==> src/rqy_pkg.sv <==
// types and fixed-point weights for the 2x2 rgb to yuv block converter
package rqy_pkg;

    // luma weights, Q20
    localparam logic [19:0] WY_R = 20'd299578;
    localparam logic [19:0] WY_G = 20'd599156;
    localparam logic [19:0] WY_B = 20'd149841;

    // chroma weights, Q20, signed
    localparam logic signed [31:0] WU_R = -32'sd149841;
    localparam logic signed [31:0] WU_G = -32'sd299578;
    localparam logic signed [31:0] WU_B = 32'sd449419;
    localparam logic signed [31:0] WV_R = 32'sd374446;
    localparam logic signed [31:0] WV_G = -32'sd299578;
    localparam logic signed [31:0] WV_B = -32'sd74868;

    localparam int Q_SHIFT = 20;
    localparam int CHROMA_OFFSET = 128;

    localparam int PROD_W = 28;     // 8 bit channel times 20 bit weight
    localparam int SUM_W = 10;      // channel sum over four pixels

    typedef struct packed {
        logic [7:0] red_tl;
        logic [7:0] green_tl;
        logic [7:0] blue_tl;
        logic [7:0] red_tr;
        logic [7:0] green_tr;
        logic [7:0] blue_tr;
        logic [7:0] red_bl;
        logic [7:0] green_bl;
        logic [7:0] blue_bl;
        logic [7:0] red_br;
        logic [7:0] green_br;
        logic [7:0] blue_br;
    } rqy_pixel_t;

    typedef struct packed {
        logic [7:0] luma_tl;
        logic [7:0] luma_tr;
        logic [7:0] luma_bl;
        logic [7:0] luma_br;
        logic [7:0] chroma_u;
        logic [7:0] chroma_v;
    } rqy_yuv_t;

    // load enables of the two middle pipeline stages
    typedef struct packed {
        logic prod;
        logic luma;
    } rqy_stage_en_t;

endpackage

==> src/rqy_luma.sv <==
// per-pixel luma: registered weighted products, then registered rounded sum
module rqy_luma
    import rqy_pkg::*;
(
    input  logic          clk,
    input  rqy_stage_en_t en,
    input  logic [7:0]    red,
    input  logic [7:0]    green,
    input  logic [7:0]    blue,
    output logic [7:0]    luma
);

    logic [PROD_W-1:0] prod_r_reg, prod_g_reg, prod_b_reg;
    logic [PROD_W-1:0] prod_r_next, prod_g_next, prod_b_next;
    logic [PROD_W-1:0] acc;
    logic [7:0]        luma_reg, luma_next;

    always_comb
    begin
        prod_r_next = PROD_W'(red) * PROD_W'(WY_R);
        prod_g_next = PROD_W'(green) * PROD_W'(WY_G);
        prod_b_next = PROD_W'(blue) * PROD_W'(WY_B);
        // weights sum to just under one, so the rounded sum fits 28 bits
        acc = prod_r_reg + prod_g_reg + prod_b_reg + PROD_W'(1 << (Q_SHIFT - 1));
        luma_next = acc[PROD_W-1:Q_SHIFT];
    end

    always_ff @(posedge clk)
    begin
        if (en.prod)
        begin
            prod_r_reg <= prod_r_next;
            prod_g_reg <= prod_g_next;
            prod_b_reg <= prod_b_next;
        end
        if (en.luma)
        begin
            luma_reg <= luma_next;
        end
    end

    assign luma = luma_reg;

endmodule

==> src/rgb_quad_to_yuv_block_top.sv <==
// top level: 2x2 rgb block to four luma values and one shared chroma pair
//
// Takes one 2x2 block of 8-bit RGB pixels per word and returns four lumas and
// one chroma pair (U, V offset by 128 and saturated to 0..255). A new word is
// accepted every cycle while the output side keeps up; a result is offered once its
// word has passed the four register stages: input register, weighted products and
// channel sums, luma sums and chroma products, and the result register. Each full
// stage holds while the stage after it is full and stalled, so back pressure reaches
// pixel_ready in the same cycle.
module rgb_quad_to_yuv_block_top
    import rqy_pkg::*;
(
    input  logic       clk,
    input  logic       rst_n,
    input  logic       pixel_valid,
    output logic       pixel_ready,
    input  rqy_pixel_t pixel_block,
    output logic       yuv_valid,
    input  logic       yuv_ready,
    output rqy_yuv_t   yuv_block
);

    logic v0_reg, v1_reg, v2_reg, v3_reg;
    logic load0, load1, load2, load3;
    rqy_stage_en_t luma_en;

    rqy_pixel_t pix_reg;

    logic [SUM_W-1:0] sum_r_reg, sum_g_reg, sum_b_reg;
    logic [SUM_W-1:0] sum_r_next, sum_g_next, sum_b_next;

    logic signed [31:0] pu_r_reg, pu_g_reg, pu_b_reg;
    logic signed [31:0] pv_r_reg, pv_g_reg, pv_b_reg;
    logic signed [31:0] pu_r_next, pu_g_next, pu_b_next;
    logic signed [31:0] pv_r_next, pv_g_next, pv_b_next;

    logic [7:0] luma_tl, luma_tr, luma_bl, luma_br;
    rqy_yuv_t   out_reg, out_next;

    // rounded, floor-shifted by 22, offset and clamped to 0..255
    function automatic logic [7:0] chroma_sat(input logic signed [31:0] acc);
        logic signed [31:0] rnd;
        logic signed [10:0] val;
        rnd = acc + 32'sd2097152;
        val = 11'(signed'(rnd[31:22])) + 11'sd128;
        if (val < 11'sd0)
            return 8'd0;
        else if (val > 11'sd255)
            return 8'd255;
        else
            return val[7:0];
    endfunction

    // a stage loads when empty or when its contents move on this cycle
    always_comb
    begin
        load3 = !v3_reg || yuv_ready;
        load2 = !v2_reg || load3;
        load1 = !v1_reg || load2;
        load0 = !v0_reg || load1;
        luma_en.prod = load1;
        luma_en.luma = load2;
    end

    assign pixel_ready = load0;

    always_comb
    begin
        sum_r_next = SUM_W'(pix_reg.red_tl) + SUM_W'(pix_reg.red_tr)
                   + SUM_W'(pix_reg.red_bl) + SUM_W'(pix_reg.red_br);
        sum_g_next = SUM_W'(pix_reg.green_tl) + SUM_W'(pix_reg.green_tr)
                   + SUM_W'(pix_reg.green_bl) + SUM_W'(pix_reg.green_br);
        sum_b_next = SUM_W'(pix_reg.blue_tl) + SUM_W'(pix_reg.blue_tr)
                   + SUM_W'(pix_reg.blue_bl) + SUM_W'(pix_reg.blue_br);

        pu_r_next = signed'({22'd0, sum_r_reg}) * WU_R;
        pu_g_next = signed'({22'd0, sum_g_reg}) * WU_G;
        pu_b_next = signed'({22'd0, sum_b_reg}) * WU_B;
        pv_r_next = signed'({22'd0, sum_r_reg}) * WV_R;
        pv_g_next = signed'({22'd0, sum_g_reg}) * WV_G;
        pv_b_next = signed'({22'd0, sum_b_reg}) * WV_B;

        out_next.luma_tl  = luma_tl;
        out_next.luma_tr  = luma_tr;
        out_next.luma_bl  = luma_bl;
        out_next.luma_br  = luma_br;
        out_next.chroma_u = chroma_sat(pu_r_reg + pu_g_reg + pu_b_reg);
        out_next.chroma_v = chroma_sat(pv_r_reg + pv_g_reg + pv_b_reg);
    end

    rqy_luma u_luma_tl (
        .clk   (clk),
        .en    (luma_en),
        .red   (pix_reg.red_tl),
        .green (pix_reg.green_tl),
        .blue  (pix_reg.blue_tl),
        .luma  (luma_tl)
    );

    rqy_luma u_luma_tr (
        .clk   (clk),
        .en    (luma_en),
        .red   (pix_reg.red_tr),
        .green (pix_reg.green_tr),
        .blue  (pix_reg.blue_tr),
        .luma  (luma_tr)
    );

    rqy_luma u_luma_bl (
        .clk   (clk),
        .en    (luma_en),
        .red   (pix_reg.red_bl),
        .green (pix_reg.green_bl),
        .blue  (pix_reg.blue_bl),
        .luma  (luma_bl)
    );

    rqy_luma u_luma_br (
        .clk   (clk),
        .en    (luma_en),
        .red   (pix_reg.red_br),
        .green (pix_reg.green_br),
        .blue  (pix_reg.blue_br),
        .luma  (luma_br)
    );

    always_ff @(posedge clk or negedge rst_n)
    begin
        if (!rst_n)
        begin
            v0_reg <= 1'b0;
            v1_reg <= 1'b0;
            v2_reg <= 1'b0;
            v3_reg <= 1'b0;
        end
        else
        begin
            if (load0) v0_reg <= pixel_valid;
            if (load1) v1_reg <= v0_reg;
            if (load2) v2_reg <= v1_reg;
            if (load3) v3_reg <= v2_reg;
        end
    end

    always_ff @(posedge clk)
    begin
        if (load0)
        begin
            pix_reg <= pixel_block;
        end
        if (load1)
        begin
            sum_r_reg <= sum_r_next;
            sum_g_reg <= sum_g_next;
            sum_b_reg <= sum_b_next;
        end
        if (load2)
        begin
            pu_r_reg <= pu_r_next;
            pu_g_reg <= pu_g_next;
            pu_b_reg <= pu_b_next;
            pv_r_reg <= pv_r_next;
            pv_g_reg <= pv_g_next;
            pv_b_reg <= pv_b_next;
        end
        if (load3)
        begin
            out_reg <= out_next;
        end
    end

    assign yuv_valid = v3_reg;
    assign yuv_block = out_reg;

endmodule
==> config.mk <==
export PLATFORM = sky130hd
export DESIGN_NAME = rgb_quad_to_yuv_block_top
export DESIGN_NICKNAME = d
export VERILOG_FILES = /design/src/rqy_pkg.sv /design/src/rqy_luma.sv /design/src/rgb_quad_to_yuv_block_top.sv
export SDC_FILE = /design/constraint.sdc
export NUM_CORES = 2
export LEC_CHECK = 0
export ABC_AREA = 1
export BUFFER_PORTS_ARGS = -buffer_cell sky130_fd_sc_hd__buf_2
export CORE_ASPECT_RATIO = 1.4
export CORE_UTILIZATION = 60
export DETAILED_ROUTE_END_ITERATION = 10
export PLACE_DENSITY = 0.83
export REMOVE_ABC_BUFFERS = 1
export SYNTH_ARGS = -nofsm -noshare
export SYNTH_HDL_FRONTEND = slang
export SYNTH_HIERARCHICAL = 1
export SYNTH_SLANG_ARGS = --single-unit
export TNS_END_PERCENT = 50
==> constraint.sdc <==
create_clock -name clk -period 12.1 [get_ports clk]
set_clock_uncertainty 0.1 [all_clocks]
set_input_delay 2.42 -clock clk [delete_from_list [all_inputs] [get_ports clk]]
set_output_delay 2.42 -clock clk [all_outputs]
set_load 0.02 [all_outputs]
==> run metrics <==
Reg clk slew, reported paths=approximately 70 ps; final setup violation count=0; Die W=310 um; period utilization=0.590; Post-CTS Setup Bufs=0; fraction of registers with async set or reset after synthesis=0.00609; CP max FO=46; Yosys cell types=55; Slowest Stage Delay on Critical Path=approximately 500 ps; max_cap viols=0; Starting DRT DRC Count=between 3k and 4k; CTS root buf=clkbuf_16; fin util=0.649; Resized Gates After CTS=0; Initial Util=0.607; CTS HTree Levels=3; reg2reg path depth=17; Residual DRC=0; Final Max Slew Viols=0; critical path class=in -> out; detailed-route via count=roughly 59k; Mapped Area=79700 um^2; first-pass GRT wire length=326 mm; Sequential Area=19700 um^2; EDFF count, synth=653; most frequent cells in the layout=1852 x inv_1, 1427 x nand2_1, 1414 x ha_1; initial antenna violation count=2; NumNets Final=11.1k; vias in the first global route=63.0k; RR Startpoint=sum_r_reg[5]; layout cells sized above 1=0.0572; delay-heaviest family, CP=simple AND/OR/NAND/NOR gates; CP startpoint=yuv_ready; port bufs=roughly 150; Reg2Reg Setup Slack=6210 ps; hpwl dp=177 mm; Crit path depth=8; min cycle time layout=7140 ps; r2r endpoint=pu_r_reg[23]; cts-stage hold buffer count=0; critical path arrival=4620 ps; Clock Latency Late Sink=between 600 and 700 ps; Crit. End Element=output port; Yosys reg bits=657; Max stage delay cell, worst path=nor2_1; Rows=approximately 160; multi-input logic area=52800 um^2; Max Clock Freq=between 0.1 and 0.15 GHz; CP Capture Point=pixel_ready; die area=134000 um^2; clk sinks=between 600 and 700; Rel. slew slack=0.315; commonest non-fill, non-tap cell in the layout=inv_1; Crit path required time=approximately 9600 ps; Wirelength per Cell=between 15 and 20 um; GP Congestion=1.02; Vias/cell=5.58; clock buffer depth=3; remaining global-route overflow=0; post-synthesis cell count=8632; RSZ-0062 raised after global routing=false; Ys Warns=6; ys flop type=edfxtp_1; Seq/Total Area, Yosys=0.247; syn_area_per_cell=~9.2 um^2; worst slew pin tran=1030 ps; CTS tree=done; CP cell instances=buf_2 > nor2_1 > inv_2 > nor2_1 > inv_6 > nor2_1 > nand2_4 > buf_2; worst min-delay path class=reg -> reg; chip height=433 um; Area Growth Syn to Fin=6.83%; Core Region=131000 um^2; total track usage=0.318; Initial DRT Pass Iterations=8; fillers=10.6k; routed wire length=~210 mm; Buffers & Inverters on Critical Path=4; crit start category=primary input; status=complete, no violations; pin count of the biggest net entering global routing=179; CP dominant cell by count=nor2_1; Detail Route Antenna Nets=0; IO Count=150; max reg flops=between 90 and 100; CTS buffer count=between 70 and 80; Final Hold Fails=0
kinds of logic after synthesis:
kind of cell / count (synthesis) / synth area share
buffers and inverters: 1885 / 0.0893
flip-flops: 657 / 0.247
AO/OA/AOI/OAI: 973 / 0.0689
XOR/XNOR: 339 / 0.0379
AND/OR/NAND/NOR: 2598 / 0.142
adder cells (fa/ha/maj): 2180 / 0.415
cells in the mapped netlist, types with 4 or more instances:
master	number	area (um^2)
a21boi_0	9	67.6
a21boi_1	4	30.0
a21o_1	67	503
a21oi_1	541	2710
a21oi_2	9	78.8
a31oi_1	14	87.6
and2_1	14	87.6
buf_4	5	37.5
dfrtp_1	4	100
edfxtp_1	653	19600
fa_1	766	15300
ha_1	1414	17700
inv_1	1855	6960
inv_2	19	71.3
nand2_1	1428	5360
nand2_2	75	469
nand2_4	8	90.1
nand2b_1	4	25.0
nand3_1	347	1740
nand3_2	20	200
nand3b_1	11	82.6
nand4_1	98	613
nor2_1	452	1700
nor2_2	24	150
nor2_4	12	135
nor3_1	59	295
nor3_2	13	130
nor4_1	14	87.6
o211ai_1	6	45.0
o21a_1	13	97.6
o21ai_0	193	966
o21ai_1	25	125
o21ai_2	19	166
o21bai_1	55	413
or2_2	12	75.1
xnor2_1	91	797
xor2_1	243	2130
xor2_2	4	65.1
layout make-up:
cell class,instances,share of cell area
antenna,1,0.0000294
clock buffer,80,0.0216
clock inverter,49,0.00726
inverter,1877,0.0829
multi-input combinational,6090,0.621
sequential,657,0.232
tap,1749,0.0257
timing repair buffer,160,0.00988
layer usage:
| layer | wire length (um) | up-vias | GRT usage | share of wire |
|---|---|---|---|---|
| met5 | 13 | - | 0 | 0.000062 |
| met4 | 18900 | 2 | 0.249 | 0.091 |
| met3 | 8460 | 707 | 0.0343 | 0.041 |
| met2 | 107000 | 1757 | 0.582 | 0.51 |
| met1 | 73800 | 28562 | 0.328 | 0.35 |
| li1 | - | 28471 | - | - |
through the flow:
| step | hold slack [ps] | worst slack [ps] | setup TNS [ps] | cells | area, um^2 |
|---|---|---|---|---|---|
| final | 302 | 4960 | 0 | 10663 | 85100 |
| after detailed placement | 305 | 4950 | 0 | 10533 | 82600 |
| after global routing | 306 | 4790 | 0 | 10663 | 85100 |
| after global placement | 304 | 4980 | 0 | 10533 | 82600 |
| after CTS | 302 | 4950 | 0 | 10662 | 85100 |
| after floorplan | 300 | -2400 | -810010 | 8624 | 79600 |
how the worst min path moves through the flow:
| stage | start | end | slack (ps) | cells after the start |
|---|---|---|---|---|
| floorplan | u_luma_br/luma[0] | yuv_block[16] | 300 | 0 |
| global placement | u_luma_tr/luma[5] | yuv_block[37] | 300 | 0 |
| detailed placement | u_luma_br/luma[4] | yuv_block[20] | 300 | 0 |
| CTS | u_luma_tr/luma[0] | yuv_block[32] | 300 | 0 |
| global route | u_luma_tr/luma[0] | yuv_block[32] | 310 | 0 |
| finish | u_luma_tr/luma[0] | yuv_block[32] | 300 | 0 |
Power is left out: the tool's default activity adds up to more than one toggle a clock period on the data nets, which glitch-free logic cannot reach.
